### src/design/lrs_pkg.sv
`default_nettype none

package lrs_pkg;

    // Request kinds carried on the input tuser
    localparam logic [1:0] REQ_POLL     = 2'd0;
    localparam logic [1:0] REQ_RX_START = 2'd1;
    localparam logic [1:0] REQ_TX_START = 2'd2;
    localparam logic [1:0] REQ_IDLE     = 2'd3;

    // Status codes reported with every result
    localparam logic [2:0] STAT_IDLE       = 3'd0;
    localparam logic [2:0] STAT_BUSY       = 3'd1;
    localparam logic [2:0] STAT_WAIT_SIG   = 3'd2;
    localparam logic [2:0] STAT_RX_RUNNING = 3'd3;
    localparam logic [2:0] STAT_RX_DONE    = 3'd4;
    localparam logic [2:0] STAT_RX_TIMEOUT = 3'd5;
    localparam logic [2:0] STAT_TX_DONE    = 3'd6;

    // Interrupt flag to clear
    localparam logic [1:0] CLR_NONE    = 2'd0;
    localparam logic [1:0] CLR_HEADER  = 2'd1;
    localparam logic [1:0] CLR_RX_DONE = 2'd2;
    localparam logic [1:0] CLR_TX_DONE = 2'd3;

    // Configuration register indexes
    localparam logic [1:0] CFG_RX_SINGLE   = 2'd0;
    localparam logic [1:0] CFG_IMPLICIT    = 2'd1;
    localparam logic [1:0] CFG_FIXED_LEN   = 2'd2;
    localparam logic [1:0] CFG_RX_TIMEOUT  = 2'd3;

    // Configuration reset values
    localparam logic [7:0]  FIXED_LEN_RESET  = 8'd8;
    localparam logic [15:0] RX_TIMEOUT_RESET = 16'd3000;

    // RSSI offset in dBm
    localparam logic signed [9:0] RSSI_BASE = -10'sd164;

    // Port widths
    localparam int IN_DATA_W  = 72;
    localparam int OUT_DATA_W = 64;
    localparam int CFG_DATA_W = 16;

    typedef struct packed {
        logic [1:0]  req_type;
        logic [7:0]  tx_length;
        logic [31:0] now_ms;
        logic        done_line;
        logic        header_line;
        logic        crc_error;
        logic [7:0]  snr_raw;
        logic [7:0]  rssi_raw;
        logic [7:0]  rx_byte_count;
    } req_t;

    typedef struct packed {
        logic [2:0]        status;
        logic              do_rx_setup;
        logic              do_tx_send;
        logic [1:0]        clear_flag;
        logic              read_packet;
        logic [7:0]        packet_size;
        logic signed [5:0] snr_quarter;
        logic signed [8:0] rssi_dbm;
        logic [31:0]       packet_time_ms;
    } res_t;

endpackage

`default_nettype wire

### src/design/lora_radio_rx_tx_sequencer_top.sv
`default_nettype none

// LoRa receive/transmit sequencer.
// Input stream: one command or poll per transfer. s_tuser carries the request
// kind (poll, start receive, start transmit, force idle), s_tdata the rest.
// Output stream: one result per input transfer, in order, carrying status,
// radio actions, flag to clear, packet size, SNR, RSSI and packet time.
// Configuration: cfg_we/cfg_index/cfg_data write the four mode registers;
// write them only while no item is in flight.
// Throughput: one item per cycle while m_tready stays high. An accepted item is
// registered in the input register, evaluated against the sequencer state there
// and registered in the result register, which drives m_tvalid.
// Stall: while m_tready is low the result register holds; the input
// register still takes one more item, after which s_tready drops until the
// result is taken.
// Reset (rst_n low): state idle, times and sizes zero, registers at their
// defaults (continuous receive, explicit header, length 8, timeout 3000 ms),
// both pipeline registers empty.
module lora_radio_rx_tx_sequencer_top (
    input  wire logic                            clk,
    input  wire logic                            rst_n,
    // Input stream
    input  wire logic                            s_tvalid,
    output logic                                 s_tready,
    // tdata: tx_length[7:0], now_ms[39:8], done_line[40], header_line[41],
    //        crc_error[42], snr_raw[50:43], rssi_raw[58:51],
    //        rx_byte_count[66:59], zero[71:67]
    input  wire logic [lrs_pkg::IN_DATA_W-1:0]   s_tdata,
    // tuser: req_type[1:0]
    input  wire logic [1:0]                      s_tuser,
    // Output stream
    output logic                                 m_tvalid,
    input  wire logic                            m_tready,
    // tdata: status[2:0], do_rx_setup[3], do_tx_send[4], clear_flag[6:5],
    //        read_packet[7], packet_size[15:8], snr_quarter[21:16],
    //        rssi_dbm[30:22], packet_time_ms[62:31], zero[63]
    output logic [lrs_pkg::OUT_DATA_W-1:0]       m_tdata,
    // Configuration write port
    input  wire logic                            cfg_we,
    input  wire logic [1:0]                      cfg_index,
    input  wire logic [lrs_pkg::CFG_DATA_W-1:0]  cfg_data
);

    typedef enum logic [3:0] {
        ST_IDLE        = 4'd0,
        ST_RX_INIT     = 4'd1,
        ST_WAIT_SIGNAL = 4'd2,
        ST_RX_RUNNING  = 4'd3,
        ST_RX_DONE     = 4'd4,
        ST_RX_TIMEOUT  = 4'd5,
        ST_TX_INIT     = 4'd6,
        ST_TX_RUNNING  = 4'd7,
        ST_TX_DONE     = 4'd8
    } state_t;

    // Configuration registers
    logic        rx_single_reg;
    logic        implicit_reg;
    logic [7:0]  fixed_len_reg;
    logic [15:0] rx_timeout_reg;

    // Sequencer state
    state_t      state_reg, state_next;
    logic [31:0] start_time_reg, start_time_next;
    logic [7:0]  tx_size_reg, tx_size_next;
    logic [31:0] last_time_reg, last_time_next;

    // Pipeline registers
    logic           in_valid_reg;
    lrs_pkg::req_t  in_reg;
    logic           out_valid_reg;
    lrs_pkg::res_t  out_reg;

    lrs_pkg::req_t  req_in;
    lrs_pkg::res_t  res;
    logic           advance;

    logic [31:0]       elapsed;
    logic [7:0]        snr_abs;
    logic [5:0]        snr_mag;
    logic signed [6:0] snr_val;
    logic signed [9:0] rssi_val;
    logic [7:0]        tx_len_cut;

    // Unpack the input transfer
    assign req_in.req_type      = s_tuser;
    assign req_in.tx_length     = s_tdata[7:0];
    assign req_in.now_ms        = s_tdata[39:8];
    assign req_in.done_line     = s_tdata[40];
    assign req_in.header_line   = s_tdata[41];
    assign req_in.crc_error     = s_tdata[42];
    assign req_in.snr_raw       = s_tdata[50:43];
    assign req_in.rssi_raw      = s_tdata[58:51];
    assign req_in.rx_byte_count = s_tdata[66:59];

    // Evaluate when the result register is free or being drained
    assign advance  = in_valid_reg && (!out_valid_reg || m_tready);
    assign s_tready = !in_valid_reg || advance;

    // SNR in whole dB, truncated toward zero
    assign snr_abs = in_reg.snr_raw[7] ? (8'd0 - in_reg.snr_raw) : in_reg.snr_raw;
    assign snr_mag = snr_abs[7:2];
    assign snr_val = in_reg.snr_raw[7] ? -$signed({1'b0, snr_mag})
                                       : $signed({1'b0, snr_mag});

    // RSSI with offset and SNR or high-nibble correction
    always_comb
    begin
        if (snr_val < 0)
            rssi_val = lrs_pkg::RSSI_BASE + $signed({2'b00, in_reg.rssi_raw})
                       + 10'(snr_val);
        else
            rssi_val = lrs_pkg::RSSI_BASE + $signed({2'b00, in_reg.rssi_raw})
                       + $signed({6'd0, in_reg.rssi_raw[7:4]});
    end

    assign elapsed    = in_reg.now_ms - start_time_reg;
    assign tx_len_cut = (implicit_reg && (fixed_len_reg < in_reg.tx_length))
                        ? fixed_len_reg : in_reg.tx_length;

    // Next state and result of the item in the input register
    always_comb
    begin
        state_next      = state_reg;
        start_time_next = start_time_reg;
        tx_size_next    = tx_size_reg;
        last_time_next  = last_time_reg;

        res             = '0;
        res.status      = lrs_pkg::STAT_BUSY;
        res.clear_flag  = lrs_pkg::CLR_NONE;

        unique case (in_reg.req_type)
            lrs_pkg::REQ_RX_START:
            begin
                state_next = ST_RX_INIT;
            end
            lrs_pkg::REQ_TX_START:
            begin
                tx_size_next = tx_len_cut;
                state_next   = ST_TX_INIT;
            end
            lrs_pkg::REQ_IDLE:
            begin
                state_next = ST_IDLE;
                res.status = lrs_pkg::STAT_IDLE;
            end
            default:
            begin
                unique case (state_reg)
                    ST_IDLE:
                    begin
                        res.status = lrs_pkg::STAT_IDLE;
                    end
                    ST_RX_INIT:
                    begin
                        res.do_rx_setup = 1'b1;
                        state_next      = ST_WAIT_SIGNAL;
                        start_time_next = in_reg.now_ms;
                    end
                    ST_WAIT_SIGNAL:
                    begin
                        if (in_reg.header_line)
                        begin
                            state_next     = ST_RX_RUNNING;
                            res.clear_flag = lrs_pkg::CLR_HEADER;
                        end
                        res.status = lrs_pkg::STAT_WAIT_SIG;
                    end
                    ST_RX_RUNNING:
                    begin
                        if (in_reg.done_line)
                        begin
                            last_time_next = elapsed;
                            res.clear_flag = lrs_pkg::CLR_RX_DONE;
                            state_next     = ST_RX_DONE;
                        end
                        // Timeout wins over a done seen in the same poll
                        if (rx_single_reg && (elapsed > {16'd0, rx_timeout_reg}))
                        begin
                            last_time_next = elapsed;
                            state_next     = ST_RX_TIMEOUT;
                        end
                        res.status = lrs_pkg::STAT_RX_RUNNING;
                    end
                    ST_RX_DONE:
                    begin
                        start_time_next = in_reg.now_ms;
                        if (in_reg.crc_error)
                        begin
                            // Drop the packet
                            state_next = rx_single_reg ? ST_IDLE : ST_RX_RUNNING;
                        end
                        else
                        begin
                            res.clear_flag  = lrs_pkg::CLR_RX_DONE;
                            res.snr_quarter = snr_val[5:0];
                            res.rssi_dbm    = rssi_val[8:0];
                            res.packet_size = implicit_reg ? fixed_len_reg
                                                           : in_reg.rx_byte_count;
                            res.read_packet = 1'b1;
                            state_next      = rx_single_reg ? ST_IDLE : ST_WAIT_SIGNAL;
                            res.status      = lrs_pkg::STAT_RX_DONE;
                        end
                    end
                    ST_RX_TIMEOUT:
                    begin
                        state_next = ST_IDLE;
                        res.status = lrs_pkg::STAT_RX_TIMEOUT;
                    end
                    ST_TX_INIT:
                    begin
                        res.do_tx_send  = 1'b1;
                        res.packet_size = tx_size_reg;
                        state_next      = ST_TX_RUNNING;
                        start_time_next = in_reg.now_ms;
                    end
                    ST_TX_RUNNING:
                    begin
                        if (in_reg.done_line)
                        begin
                            last_time_next = elapsed;
                            res.clear_flag = lrs_pkg::CLR_TX_DONE;
                            state_next     = ST_TX_DONE;
                        end
                    end
                    ST_TX_DONE:
                    begin
                        state_next = rx_single_reg ? ST_IDLE : ST_RX_INIT;
                        res.status = lrs_pkg::STAT_TX_DONE;
                    end
                    default:
                    begin
                        // Unused codes report busy and hold
                    end
                endcase
            end
        endcase

        res.packet_time_ms = last_time_next;
    end

    // Configuration writes
    always_ff @(posedge clk or negedge rst_n)
    begin
        if (!rst_n)
        begin
            rx_single_reg  <= 1'b0;
            implicit_reg   <= 1'b0;
            fixed_len_reg  <= lrs_pkg::FIXED_LEN_RESET;
            rx_timeout_reg <= lrs_pkg::RX_TIMEOUT_RESET;
        end
        else if (cfg_we)
        begin
            unique case (cfg_index)
                lrs_pkg::CFG_RX_SINGLE:  rx_single_reg  <= cfg_data[0];
                lrs_pkg::CFG_IMPLICIT:   implicit_reg   <= cfg_data[0];
                lrs_pkg::CFG_FIXED_LEN:  fixed_len_reg  <= cfg_data[7:0];
                lrs_pkg::CFG_RX_TIMEOUT: rx_timeout_reg <= cfg_data;
                default: ;
            endcase
        end
    end

    // Sequencer state, pipeline control and payload registers
    always_ff @(posedge clk or negedge rst_n)
    begin
        if (!rst_n)
        begin
            state_reg      <= ST_IDLE;
            start_time_reg <= '0;
            tx_size_reg    <= '0;
            last_time_reg  <= '0;
            in_valid_reg   <= 1'b0;
            out_valid_reg  <= 1'b0;
            in_reg         <= '0;
            out_reg        <= '0;
        end
        else
        begin
            if (advance)
            begin
                state_reg      <= state_next;
                start_time_reg <= start_time_next;
                tx_size_reg    <= tx_size_next;
                last_time_reg  <= last_time_next;
                out_reg        <= res;
            end
            if (s_tready)
                in_valid_reg <= s_tvalid;
            if (s_tvalid && s_tready)
                in_reg <= req_in;
            if (advance)
                out_valid_reg <= 1'b1;
            else if (m_tready)
                out_valid_reg <= 1'b0;
        end
    end

    // Pack the result transfer
    assign m_tvalid = out_valid_reg;
    assign m_tdata  = {1'b0,
                       out_reg.packet_time_ms,
                       out_reg.rssi_dbm,
                       out_reg.snr_quarter,
                       out_reg.packet_size,
                       out_reg.read_packet,
                       out_reg.clear_flag,
                       out_reg.do_tx_send,
                       out_reg.do_rx_setup,
                       out_reg.status};

    // Receive setup always moves the sequencer on to wait for a header
    a_rx_setup_next: assert property (@(posedge clk) disable iff (!rst_n)
        (advance && res.do_rx_setup) |=> (state_reg == ST_WAIT_SIGNAL))
        else $error("receive setup did not lead to wait_signal");

    // A packet read only comes with the rx-done status
    a_read_status: assert property (@(posedge clk) disable iff (!rst_n)
        (advance && res.read_packet) |-> (res.status == lrs_pkg::STAT_RX_DONE))
        else $error("packet read without rx-done status");

    // At most one radio action per result
    a_one_action: assert property (@(posedge clk) disable iff (!rst_n)
        advance |-> $onehot0({res.do_rx_setup, res.do_tx_send, res.read_packet}))
        else $error("more than one radio action in one result");

    // A result is written only from a full input register
    a_out_source: assert property (@(posedge clk) disable iff (!rst_n)
        ($rose(out_valid_reg)) |-> $past(in_valid_reg))
        else $error("result appeared without an input item");

endmodule

`default_nettype wire
### config.mk
export PLATFORM = sky130hd
export DESIGN_NAME = lora_radio_rx_tx_sequencer_top
export DESIGN_NICKNAME = d
export VERILOG_FILES = /design/src/design/lrs_pkg.sv /design/src/design/lora_radio_rx_tx_sequencer_top.sv
export SDC_FILE = /design/constraint.sdc
export NUM_CORES = 1
export LEC_CHECK = 0
export ABC_AREA = 1
export BUFFER_PORTS_ARGS = -buffer_cell sky130_fd_sc_hd__buf_2
export CORE_ASPECT_RATIO = 0.8
export CORE_MARGIN = 2
export CORE_UTILIZATION = 30
export CTS_CLUSTER_SIZE = 12
export DETAILED_ROUTE_END_ITERATION = 8
export GPL_TIMING_DRIVEN = 0
export HOLD_SLACK_MARGIN = 0.02
export PLACE_DENSITY = 0.53
export RECOVER_POWER = 100
export SYNTH_ARGS = -nofsm -noshare
export SYNTH_HDL_FRONTEND = slang
export SYNTH_SLANG_ARGS = --single-unit
### constraint.sdc
create_clock -name clk -period 3.3 [get_ports clk]
set_clock_uncertainty 0.15 [all_clocks]
set_input_delay 0.495 -clock clk [delete_from_list [all_inputs] [get_ports clk]]
set_output_delay 0.495 -clock clk [all_outputs]
set_load 0.01 [all_outputs]
==> run metrics, run 1 <==
status complete, but fails checks; violated checks capacitance limit, slew limit, setup timing; # nets final 2,071; RSZ-0062 raised after global routing yes; Peak supply drop between 400 and 500 µV; Post-Synth Simple-Gate Area between 20% and 30%; hold path cells 2; clock latency at the later pin of the worst-skew pair about 0.55 ns; Reg2Reg Depth 25; drt wl/cell ~15 µm; GR Overflow Total 0; drt via density between 4 and 5; final hold vios 0; # H-tree levels 1; # IOs around 160; Final Max Slew Viols a little under 100; Top Layer Used met4; synth unique cells 45; Final min period approximately 3.8 ns; DRT antenna net count 0; Port Buffers approximately 160; Initial Util 30.3%; FF-to-FF Start in_reg[36]$_DFFE_PN0P_; multiplexer share of the synthesized area 3.59%; DRT iter0 DRCs just over 700; CP Launch Type flip-flop; P_int about 7300 µW; DRC errors left 0; sw frac between 40% and 50%; largest net degree at the start of global routing roughly 110; leak pwr approximately 0.0082 µW; WHS between 0.03 and 0.04 ns; fillers 4,244; Critical Path AT 4.04 ns; combinational power share between 50 and 60%; worst-path fanout max 5; GPL Wtd Cong ~0.87; die footprint approximately 0.042 mm²; Synth top area share between 40% and 50%; n_diodes 0; Seq cells post-synth 204; f_max about 0.26 GHz; Slew headroom -52.4%; xor/xnor share of the synthesized area roughly 1.9%; largest cells by area after synthesis dfrtp_1, nand2_1, inv_1; Critical Path Sink Type flip-flop; met3 WL between 1.5 and 2 mm; Tcrit/Tclk final 114%; Die Height 185 µm; total number of yosys warnings 0; DRT Wirelength between 30 and 40 mm; clock power share 21.7%; Syn-to-layout area delta 29.6%; # setup viols final 39; Syn Area/Cell 7.43 µm²; Longest Clk Path Bufs 3; met1 wire length between 15 and 20 mm; EDFF count, synth 0; adder-cell share of the synthesized area 7.27%; CTS tree done; Crit Path Class flip-flop to flip-flop; hold_sp s_tdata[26]; Synth Net Count about 1.8k; Setup WS pre-CTS -1.09 ns; Seq/Total Area, Yosys between 40% and 50%; Yosys top cell by area dfrtp_1; row count 66; Post-DP HPWL 28.6 mm; clock buffer count from CTS 25; CP Data Required Time 3.57 ns; number of flip-flops in the largest register between 60 and 70; share of cells above drive strength 1 between 10% and 20%; Die X between 200 and 250 µm; vias in the first global route around 11k; Total Routing Usage GR between 10% and 20%; clock sink count about 200; asr flop ratio synth 100%; clock slew at reported path FFs ~0.06 ns; Final WS setup -0.476 ns; top_reg_cell synth dfrtp_1; Hold Path Sink in_reg[45]$_DFFE_PN0P_; Synth Area in Compound Gates 11.5%; initial antenna violation count 0; worst slew pin tran between 2 and 2.5 ns; first-pass GRT wire length 58.8 mm; P per Cell Area around 820 mW/mm²; Worst R2R End m_tdata[40]$_DFFE_PN0P_; max cap viols 1; Synth Instances 1,649; DR vias approximately 11k; Root Driver clkbuf_16; main combinational cell family by area after synthesis simple AND/OR/NAND/NOR gates; area of the core between 0.04 and 0.05 mm²; part of the power in registers 26.7%; Fin Setup TNS -16.96 ns; worst hold path type input pin to flip-flop; met2 WL post-DR approximately 17 mm; synthesized area approximately 0.012 mm²; Initial DRT Pass Iterations 5; switching pwr between 5000 and 6000 µW; r2r setup slk -0.48 ns
## placed cells by master (no fill, tap or decap), types with 5 or more instances in the layout
| cell | netlist | routed |
|---|---|---|
| nand2_1 | 460 | 433 |
| inv_1 | 271 | 263 |
| dfrtp_1 | 196 | 194 |
| nor2_1 | 166 | 156 |
| clkbuf_1 | 37 | 107 |
| a21oi_1 | 107 | 100 |
| buf_2 | 1 | 90 |
| o21ai_0 | 102 | 89 |
| nand3_1 | 71 | 63 |
| ha_1 | 68 | 49 |
| buf_4 | 3 | 43 |
| mux2_2 | 39 | 39 |
| clkbuf_16 | 0 | 25 |
| dlygate4sd3_1 | 0 | 24 |
| nand2_2 | 4 | 19 |
| ha_4 | 0 | 18 |
| nand2_4 | 1 | 12 |
| o21ai_1 | 5 | 12 |
| o211ai_1 | 12 | 12 |
| xor2_1 | 21 | 11 |
| o22ai_1 | 10 | 10 |
| nor2_2 | 4 | 9 |
| nand3_2 | 3 | 9 |
| buf_6 | 2 | 9 |
| a21oi_2 | 1 | 8 |
| nand4_1 | 8 | 8 |
| a22oi_1 | 8 | 8 |
| dfstp_2 | 8 | 8 |
| inv_2 | 1 | 7 |
| xor2_4 | 0 | 6 |
| o21ai_2 | 0 | 6 |
| nor3_1 | 7 | 6 |
| clkinv_2 | 0 | 6 |
| nor2_4 | 0 | 5 |
## synthesized netlist by cell type (4+ instances only)
cell / n
xor2_1: 21
o211ai_1: 12
mux2_2: 39
nor2_2: 4
nor3_1: 7
clkbuf_1: 37
xnor2_1: 5
nand3_1: 71
o21ai_1: 5
a22oi_1: 8
nand4_1: 8
nor2_1: 166
o21ai_0: 102
dfrtp_1: 196
dfstp_2: 8
nand2_2: 4
a21oi_1: 107
nand2_1: 460
inv_1: 271
ha_1: 68
o22ai_1: 10
## cell families (layout without fill, tap and decap cells)
logic type / Yosys count / count (layout)
AOI/OAI and AO/OA: 260 / 260
xor gates and xnor gates: 26 / 26
adders and majority gates: 70 / 70
buffers and inverters: 318 / 590
DFF: 204 / 204
muxes: 39 / 39
other: 1 / 1
and+or+nand+nor: 731 / 732
## worst max-delay path by stage
stage                                             start                             end  slack (ns)
after global routing      start_time_reg[4]$_DFFE_PN0P_         m_tdata[37]$_DFFE_PN0P_       -0.73
after floorplan                  in_reg[27]$_DFFE_PN0P_         m_tdata[55]$_DFFE_PN0P_       -0.04
after global placement                            rst_n  start_time_reg[23]$_DFFE_PN0P_       -2.10
after CTS                        in_reg[27]$_DFFE_PN0P_         m_tdata[40]$_DFFE_PN0P_       -0.49
final                            in_reg[36]$_DFFE_PN0P_         m_tdata[40]$_DFFE_PN0P_       -0.48
after detailed placement         in_reg[27]$_DFFE_PN0P_         m_tdata[51]$_DFFE_PN0P_       -1.09
## per-stage QoR
stage | instance area [µm²] | instances | util [%] | total power (µW)
finish | 15900 | 2466 | 39.2 | 13000
global route | 15900 | 2466 | 39.2 | 14000
CTS | 15700 | 2457 | 38.9 | 12800
detailed placement | 13800 | 2350 | 34.1 | 8990
global placement | 13800 | 2349 | 34.0 | 8900
floorplan | 12300 | 1649 | - | 7250
## power groups by stage
stage,clock (µW),combinational [µW],sequential (µW)
after floorplan,0,3800,3450
after global placement,0,5410,3490
after detailed placement,0,5500,3500
after CTS,2910,6410,3480
after global routing,2990,7490,3540
final,2830,6710,3480
## what timing repair did
| item | CTS | global route |
|---|---|---|
| hold endpoints to repair | 121 | 0 |
| buffers inserted | 37 | 12 |
| setup endpoints to repair | 41 | 70 |
| gates cloned | 3 | 0 |
| gates resized for setup | 115 | 42 |
| pin swaps | 41 | 18 |
| hold buffers | 24 | 0 |
## layout make-up
cell class                      instances  area [µm²]  area share (%)
Buffer                                 42         195            1.23
Clock buffer                           34         689            4.35
Clock inverter                         11         148           0.931
Inverter                              273        1030            6.49
Multi-Input combinational cell       1128        6640            41.8
Sequential cell                       204        5120            32.3
Tap cell                              544         681            4.29
Timing Repair Buffer                  230        1370            8.63
## worst max-delay path, stage by stage (launching register included)
cell,delay (ns)
dfrtp_1,0.43
ha_4,0.31
nand2_1,0.10
inv_1,0.11
nand2_2,0.09
nor2_1,0.10
nand2_1,0.09
nand3_4,0.11
xor2_4,0.21
ha_1,0.29
a21oi_1,0.15
o21ai_0,0.13
a21oi_2,0.14
nand2_1,0.07
nand2_2,0.12
nand3_2,0.09
nor2_4,0.12
nand2_2,0.07
nor2_4,0.11
nand2_4,0.09
nand3_4,0.11
buf_6,0.13
buf_6,0.11
nand2_2,0.05
nand2_1,0.05
o22ai_1,0.09
## layer usage
metal	vias to the layer above	global-route usage, %
met1	5362	24.0
met2	268	28.1
met5	-	0
li1	5706	-
met4	0	5.37
met3	51	2.58
Note: power is estimated with default switching activity, not from simulation.
==> run 2: changes to the inputs <==
--- a/config.mk
+++ b/config.mk
@@ -9,12 +9,12 @@
 export BUFFER_PORTS_ARGS = -buffer_cell sky130_fd_sc_hd__buf_2
 export CORE_ASPECT_RATIO = 0.8
 export CORE_MARGIN = 2
-export CORE_UTILIZATION = 30
+export CORE_UTILIZATION = 53
 export CTS_CLUSTER_SIZE = 12
 export DETAILED_ROUTE_END_ITERATION = 8
 export GPL_TIMING_DRIVEN = 0
 export HOLD_SLACK_MARGIN = 0.02
-export PLACE_DENSITY = 0.53
+export PLACE_DENSITY = 0.81
 export RECOVER_POWER = 100
 export SYNTH_ARGS = -nofsm -noshare
 export SYNTH_HDL_FRONTEND = slang
==> run 2 against run 1 <==
  * The run still ends with capacitance limit, slew limit, setup timing left
  * Sequential cell count did not move
  * Total power rose by 1.5%
  * Highest routed layer unchanged
  * Utilization rose by 30 points
==> run metrics, run 2 (synthesis gave the netlist of run 1 again) <==
Total Routing Usage GR 29.0% (was 17.4%); Final min period 3.99 ns (was 3.78 ns); commonest cells after routing, fill and taps aside nand2_1, inv_1, dfrtp_1, nor2_1, clkbuf_1 (unchanged); DR vias 12.0k (was 11.4k); placed cell areas 0.0135 mm² (was 0.0138 mm²); Longest Clk Path Bufs 3 (unchanged); clock buffer count from CTS 23 (was 25); largest net degree at the start of global routing 118 (was 107); Peak supply drop 558 µV (was 410 µV); RSZ-0062 raised after global routing yes (unchanged); Crit Path Class flip-flop to flip-flop (unchanged); Slew headroom -47.0% (was -52.4%); worst hold path type input pin to flip-flop (unchanged); row count 49 (was 66); GR peak layer met2 (unchanged); final hold vios 0 (unchanged); Syn-to-layout area delta 27.6% (was 29.6%); n_diodes 0 (unchanged); f_max 0.250 GHz (was 0.265 GHz); drt wl/cell 16.7 µm (was 15.3 µm); DRT antenna net count 0 (unchanged); number of flip-flops in the largest register 69 (unchanged); leak pwr 0.00810 µW (was 0.00816 µW); GPL Wtd Cong 0.953 (was 0.873); WHS 0.0500 ns (was 0.0365 ns); P per Cell Area 845 mW/mm² (was 820 mW/mm²); Die Height 140 µm (was 185 µm); design area 0.0156 mm² (was 0.0159 mm²); Critical-path top delay cell dfrtp_1 (unchanged); # IOs 163 (unchanged); clock slew at reported path FFs 0.06 ns (about the same); DRC errors left 0 (unchanged); status complete, but fails checks (unchanged); # H-tree levels 1 (unchanged); grt met2 use 45.8% (was 28.1%); DRT Wirelength 36.9 mm (was 37.8 mm); Critical Path AT 4.27 ns (was 4.04 ns); Critical Path Sink Type flip-flop (unchanged); Port Buffers 156 (unchanged); die footprint 0.0243 mm² (was 0.0425 mm²); Critical Path Most Common Cell nand2_1; max cap viols 1 (unchanged); Root Driver clkbuf_16 (unchanged); GR Overflow Total 0 (unchanged); # nets final 2,060 (was 2,071); CTS tree done (unchanged); vias in the first global route 11.4k (was 11.0k); met3 GRT Util 4.26% (was 2.58%); clock sink count 204 (unchanged); CP peak stage delay 0.43 ns (about the same); first-pass GRT wire length 57.5 mm (was 58.8 mm); DRT iter0 DRCs 1,183 (was 709); Setup WS pre-CTS -0.913 ns (was -1.09 ns); drt via density 5.44 (was 4.62); Cell Count Post-Placement 2,112 (was 2,350); violated checks capacitance limit, slew limit, setup timing (unchanged); met1 usage 41.1% (was 24.0%); area of the core 0.0226 mm² (was 0.0405 mm²); clock latency at the later pin of the worst-skew pair 0.53 ns (was 0.55 ns); worst slew pin tran 2.21 ns (was 2.29 ns); Initial Util 54.3% (was 30.3%); # setup viols final 39 (unchanged); Post-DP HPWL 25.4 mm (was 28.6 mm); Tcrit/Tclk final 121% (was 114%); initial antenna violation count 0 (unchanged); Initial DRT Pass Iterations 6 (was 5); Die X 174 µm (was 230 µm); worst-path fanout max 5 (unchanged); share of cells above drive strength 1 20.9% (was 18.2%); most common cell after layout, fill and taps aside nand2_1 (unchanged); Final Max Slew Viols 88 (was 99); CP Data Required Time 3.58 ns (was 3.57 ns); Final WS setup -0.692 ns (was -0.476 ns); CP Launch Type flip-flop (unchanged); Final Non-Filler Cells 2,213 (was 2,466)
run 2: cell count changes in the layout (fill, tap and decap cells not counted), sizes merged:
cell,change
bufinv,-2
clkinv,-2
nand3,-1
buf,+12
dlygate4sd3,-23
clkbuf,+1
clkinvlp,+1
inv,-1
run 2: per-stage QoR:
step	utilization [%]	TNS [ns]	total power, µW
after CTS	67.0	-14.56	12300
after floorplan	-	-0.873	7250
after global placement	59.7	-375.35	8700
after detailed placement	59.9	-32.01	8870
after global routing	69.2	-29.00	14200
final	69.2	-23.27	13200
run 2: worst paths after layout:
path,from,end,slack [ns],cells after the start
setup / recovery,in_reg[35]$_DFFE_PN0P_,m_tdata[55]$_DFFE_PN0P_,-0.69,28
hold / removal,s_tdata[9],in_reg[28]$_DFFE_PN0P_,0.05,2
setup reg to reg,in_reg[35]$_DFFE_PN0P_,m_tdata[55]$_DFFE_PN0P_,-0.69,28
hold reg to reg,m_tdata[60]$_DFFE_PN0P_,m_tdata[60]$_DFFE_PN0P_,0.34,2
max in group asynchronous,rst_n,m_tdata[55]$_DFFE_PN0P_,0.52,3
min in group asynchronous,rst_n,rx_timeout_reg[10]$_DFFE_PN0P_,0.97,2
run 2: critical path, delay by kind of cell (launching register included):
kind,cells,cell delay (ns)
flops,1,0.43
fa+ha+maj,2,0.59
simple gates,18,1.71
buf+inv,4,0.46
compound gates,3,0.29
xor+xnor,1,0.26
run 2: repair_timing:
action	CTS	global route
pin swaps	47	56
gates cloned	2	1
setup endpoints to repair	41	41
hold endpoints to repair	79	0
buffers inserted	37	32
hold buffers	1	0
gates resized for setup	116	103
run 2: final cells by class:
class / instances / area [µm²]
tap: 306 / 383
sequential: 204 / 5120
inverter: 273 / 1030
clock buffer: 32 / 659
multi-input combinational: 1127 / 6860
clock inverter: 7 / 70.1
buffer: 44 / 214
timing repair buffer: 220 / 1280
fill: 1805 / 6940
run 2: per-layer routing:
metal	part of all wire, %	vias up
li1	-	5691
met1	42	5684
met2	45	548
met3	7.8	124
met4	4.4	0
met5	0	-
run 2: power breakdown:
group / leakage (µW) / internal, µW / switching, µW
combinational: 0.00533 / 2770 / 4410
clock: 0.000359 / 1470 / 1050
sequential: 0.00241 / 3090 / 420
==> run 3: changes to the inputs <==
--- a/config.mk
+++ b/config.mk
@@ -5,7 +5,6 @@
 export SDC_FILE = /design/constraint.sdc
 export NUM_CORES = 1
 export LEC_CHECK = 0
-export ABC_AREA = 1
 export BUFFER_PORTS_ARGS = -buffer_cell sky130_fd_sc_hd__buf_2
 export CORE_ASPECT_RATIO = 0.8
 export CORE_MARGIN = 2
@@ -14,7 +13,7 @@
 export DETAILED_ROUTE_END_ITERATION = 8
 export GPL_TIMING_DRIVEN = 0
 export HOLD_SLACK_MARGIN = 0.02
-export PLACE_DENSITY = 0.81
+export PLACE_DENSITY = 0.82
 export RECOVER_POWER = 100
 export SYNTH_ARGS = -nofsm -noshare
 export SYNTH_HDL_FRONTEND = slang
==> run 3 against run 2 <==
  * The run still ends with capacitance limit, slew limit, setup timing left
  * Design area decreased by 11%
  * Die area decreased by 6.9%
  * Critical path depth decreased by 7
  * Largest power group unchanged
==> run metrics, run 3 <==
status complete, but fails checks (unchanged); violated checks capacitance limit, slew limit, setup timing (unchanged); Syn-to-layout area delta 22.5% (was 27.6%); DRT antenna net count 0 (unchanged); f_max 0.201 GHz (was 0.250 GHz); CP Launch Type flip-flop (unchanged); CP Cell Sequence inv_2, ha_4, inv_2, fa_2, a21o_1, a221o_2, a22oi_2, nor2b_4, xnor2_2, ha_1, a21o_1, a21oi_2, o211ai_1, o31ai_2, nand3_1, nor4_4, a41oi_2, a21oi_2, nor2_4, clkbuf_16, mux2_4; CP peak stage delay 0.43 ns (about the same); commonest cells after routing, fill and taps aside dfrtp_1, mux2_2, clkbuf_1, buf_2, nand2_1 (was nand2_1, inv_1, dfrtp_1, nor2_1, clkbuf_1); Synth top area share 43.1% (was 40.1%); fillers 1,630 (was 1,805); DRC errors left 0 (unchanged); Fin Setup TNS -58.34 ns (was -23.27 ns); Die Height 135 µm (was 140 µm); Final WS setup -1.67 ns (was -0.692 ns); share of cells above drive strength 1 31.2% (was 20.9%); largest cells by area after synthesis dfrtp_1, mux2_2, ha_1 (was dfrtp_1, nand2_1, inv_1); clock buffer count from CTS 22 (was 23); design area 0.0139 mm² (was 0.0156 mm²); worst hold path type input pin to flip-flop (unchanged); Slew headroom -51.5% (was -47.0%); final hold vios 0 (unchanged); Seq cells post-synth 204 (unchanged); total number of yosys warnings 0 (unchanged); Final Max Slew Viols 93 (was 88); CTS tree done (unchanged); drt via density 5.76 (was 5.44); P per Cell Area 891 mW/mm² (was 845 mW/mm²); # H-tree levels 1 (unchanged); Crit Path Class flip-flop to flip-flop (unchanged); # nets final 1,456 (was 2,060); register area 0.00512 mm² (unchanged); worst-path fanout max 5 (unchanged); most common cell after layout, fill and taps aside dfrtp_1 (was nand2_1); Port Buffers 156 (unchanged); r2r setup slk -1.67 ns (was -0.69 ns); Syn Area/Cell 10.8 µm² (was 7.43 µm²); first-pass GRT wire length 46.8 mm (was 57.5 mm); initial antenna violation count 2 (was 0); Peak supply drop 416 µV (was 558 µV); most common cell in the netlist dfrtp_1 (was nand2_1); Post-DP HPWL 20.5 mm (was 25.4 mm); # setup viols final 41 (was 39); GPL Wtd Cong 0.919 (was 0.953); synth cell count leaders dfrtp_1, mux2_2, nand2_1 (was nand2_1, inv_1, dfrtp_1); EDFF count, synth 0 (unchanged); max cap viols 1 (unchanged); worst slew pin tran 2.27 ns (was 2.21 ns); Seq/Total Area, Yosys 45.0% (was 41.8%); total power 12,400 µW (was 13,200 µW); synthesized area 0.0114 mm² (was 0.0122 mm²); Initial DRT Pass Iterations 5 (was 6); CP Data Required Time 3.54 ns (was 3.58 ns); die footprint 0.0227 mm² (was 0.0243 mm²); area of the core 0.0209 mm² (was 0.0226 mm²); # IOs 163 (unchanged); asr flop ratio synth 100% (unchanged); number of flip-flops in the largest register 69 (unchanged); clock sink count 204 (unchanged); Final min period 4.97 ns (was 3.99 ns); Root Driver clkbuf_16 (unchanged); leak pwr 0.00640 µW (was 0.00810 µW); Critical-path top delay cell a221o_2 (was dfrtp_1); largest net degree at the start of global routing 113 (was 118); synth unique cells 70 (was 45); DR vias 9,053 (was 12.0k); Longest Clk Path Bufs 3 (unchanged); clock latency at the later pin of the worst-skew pair 0.51 ns (was 0.53 ns); DRT iter0 DRCs 919 (was 1,183); Total Routing Usage GR 25.7% (was 29.0%); RSZ-0062 raised after global routing yes (unchanged); Critical Path AT 5.21 ns (was 4.27 ns); DRT Wirelength 29.4 mm (was 36.9 mm); area occupied by multi-input gates 0.00614 mm² (was 0.00686 mm²); vias in the first global route 8,918 (was 11.4k); top_reg_cell synth dfrtp_1 (unchanged); row count 47 (was 49); GR Overflow Total 0 (unchanged); Tcrit/Tclk final 151% (was 121%); placed cell areas 0.0126 mm² (was 0.0135 mm²); Critical Path Sink Type flip-flop (unchanged); Synth Instances 1,056 (was 1,649); Yosys top cell by area dfrtp_1 (unchanged); Synth Net Count 1,223 (was 1,816); Initial Util 54.5% (was 54.3%); WHS 0.0423 ns (was 0.0500 ns); clock slew at reported path FFs 0.06 ns (about the same); Die X 168 µm (was 174 µm); drt wl/cell 18.7 µm (was 16.7 µm)
==> run 3: cell count changes after synthesis, sizes merged, moves of 13 or more <==
cell,before,now
xnor2,5,31
o31ai,2,15
mux2,39,160
a21oi,108,52
nor2,170,35
nand3,75,18
nand2,465,84
a21o,0,23
inv,272,80
o21ai,107,66
==> run 3: per-stage QoR <==
step                      util, %  cells  worst slack (ns)
after global routing         66.8   1570             -1.86
after detailed placement     60.4   1482             -2.12
after CTS                    66.3   1555             -1.65
final                        66.8   1571             -1.67
after floorplan                 -   1056             -1.02
after global placement       60.2   1481             -2.07
==> run 3: per-layer routing <==
metal  vias to the layer above  GRT usage (%)  wire (µm)
met2                       336           39.9      13100
met4                         0           8.74       1080
met5                         -              0          0
met3                        83           3.99       1900
met1                      4403           37.2      13400
li1                       4231              -          -
==> run 3: final cells by class <==
| cell class | count | share of cell area (%) |
|---|---|---|
| diodes | 2 | 0.0359 |
| plain buffers | 40 | 1.41 |
| clock buffers | 34 | 4.78 |
| clock inverters | 1 | 0.0359 |
| inverters | 80 | 2.15 |
| multi-input cells | 732 | 44.0 |
| flip-flops and latches | 204 | 36.7 |
| well taps | 269 | 2.41 |
| repair buffers | 209 | 8.42 |
==> run 3: power breakdown <==
| group | internal, µW | switching (µW) |
|---|---|---|
| combinational | 2820 | 3680 |
| clock | 1370 | 970 |
| sequential | 3150 | 430 |
==> run 3: worst max-delay path: cells and delay by family, from the launching register on <==
family          cells  cell delay, ns
compound gates      9            2.10
fa+ha+maj           3            0.75
buf+inv             3            0.29
xor+xnor            1            0.16
mux                 1            0.29
simple gates        4            0.70
flops               1            0.39
==> run 3: logic make-up after synthesis <==
group,share of synthesized area [%]
AO/OA/AOI/OAI,13.0
AND/OR/NAND/NOR,8.87
flip-flops,45.0
multiplexers,17.2
buffers and inverters,4.12
adder cells (fa/ha/maj),7.83
XOR/XNOR,3.93
other,0.0330
==> run 3: worst paths after layout <==
check                                       startpoint                        to  cells after the start
max in group asynchronous                        rst_n    in_reg[18]$_DFFE_PN0P_                      3
min in group asynchronous                        rst_n   m_tdata[40]$_DFFE_PN0P_                      2
worst max-delay path            in_reg[27]$_DFFE_PN0P_   m_tdata[45]$_DFFE_PN0P_                     21
worst min register to register  m_tdata[4]$_DFFE_PN0P_    m_tdata[4]$_DFFE_PN0P_                      2
worst max register to register  in_reg[27]$_DFFE_PN0P_   m_tdata[45]$_DFFE_PN0P_                     21
worst min-delay path                          s_tvalid  in_valid_reg$_DFFE_PN0N_                      2
==> run 3: repair_timing <==
item / 4_1_cts / 5_1_grt
setup buffers: 38 / 16
cloned: 2 / 1
hold buffers: 1 / 0
pin swaps: 36 / 26
resized for setup: 62 / 23
endpoints found under the hold margin: 89 / 0
endpoints found under the setup margin: 41 / 42
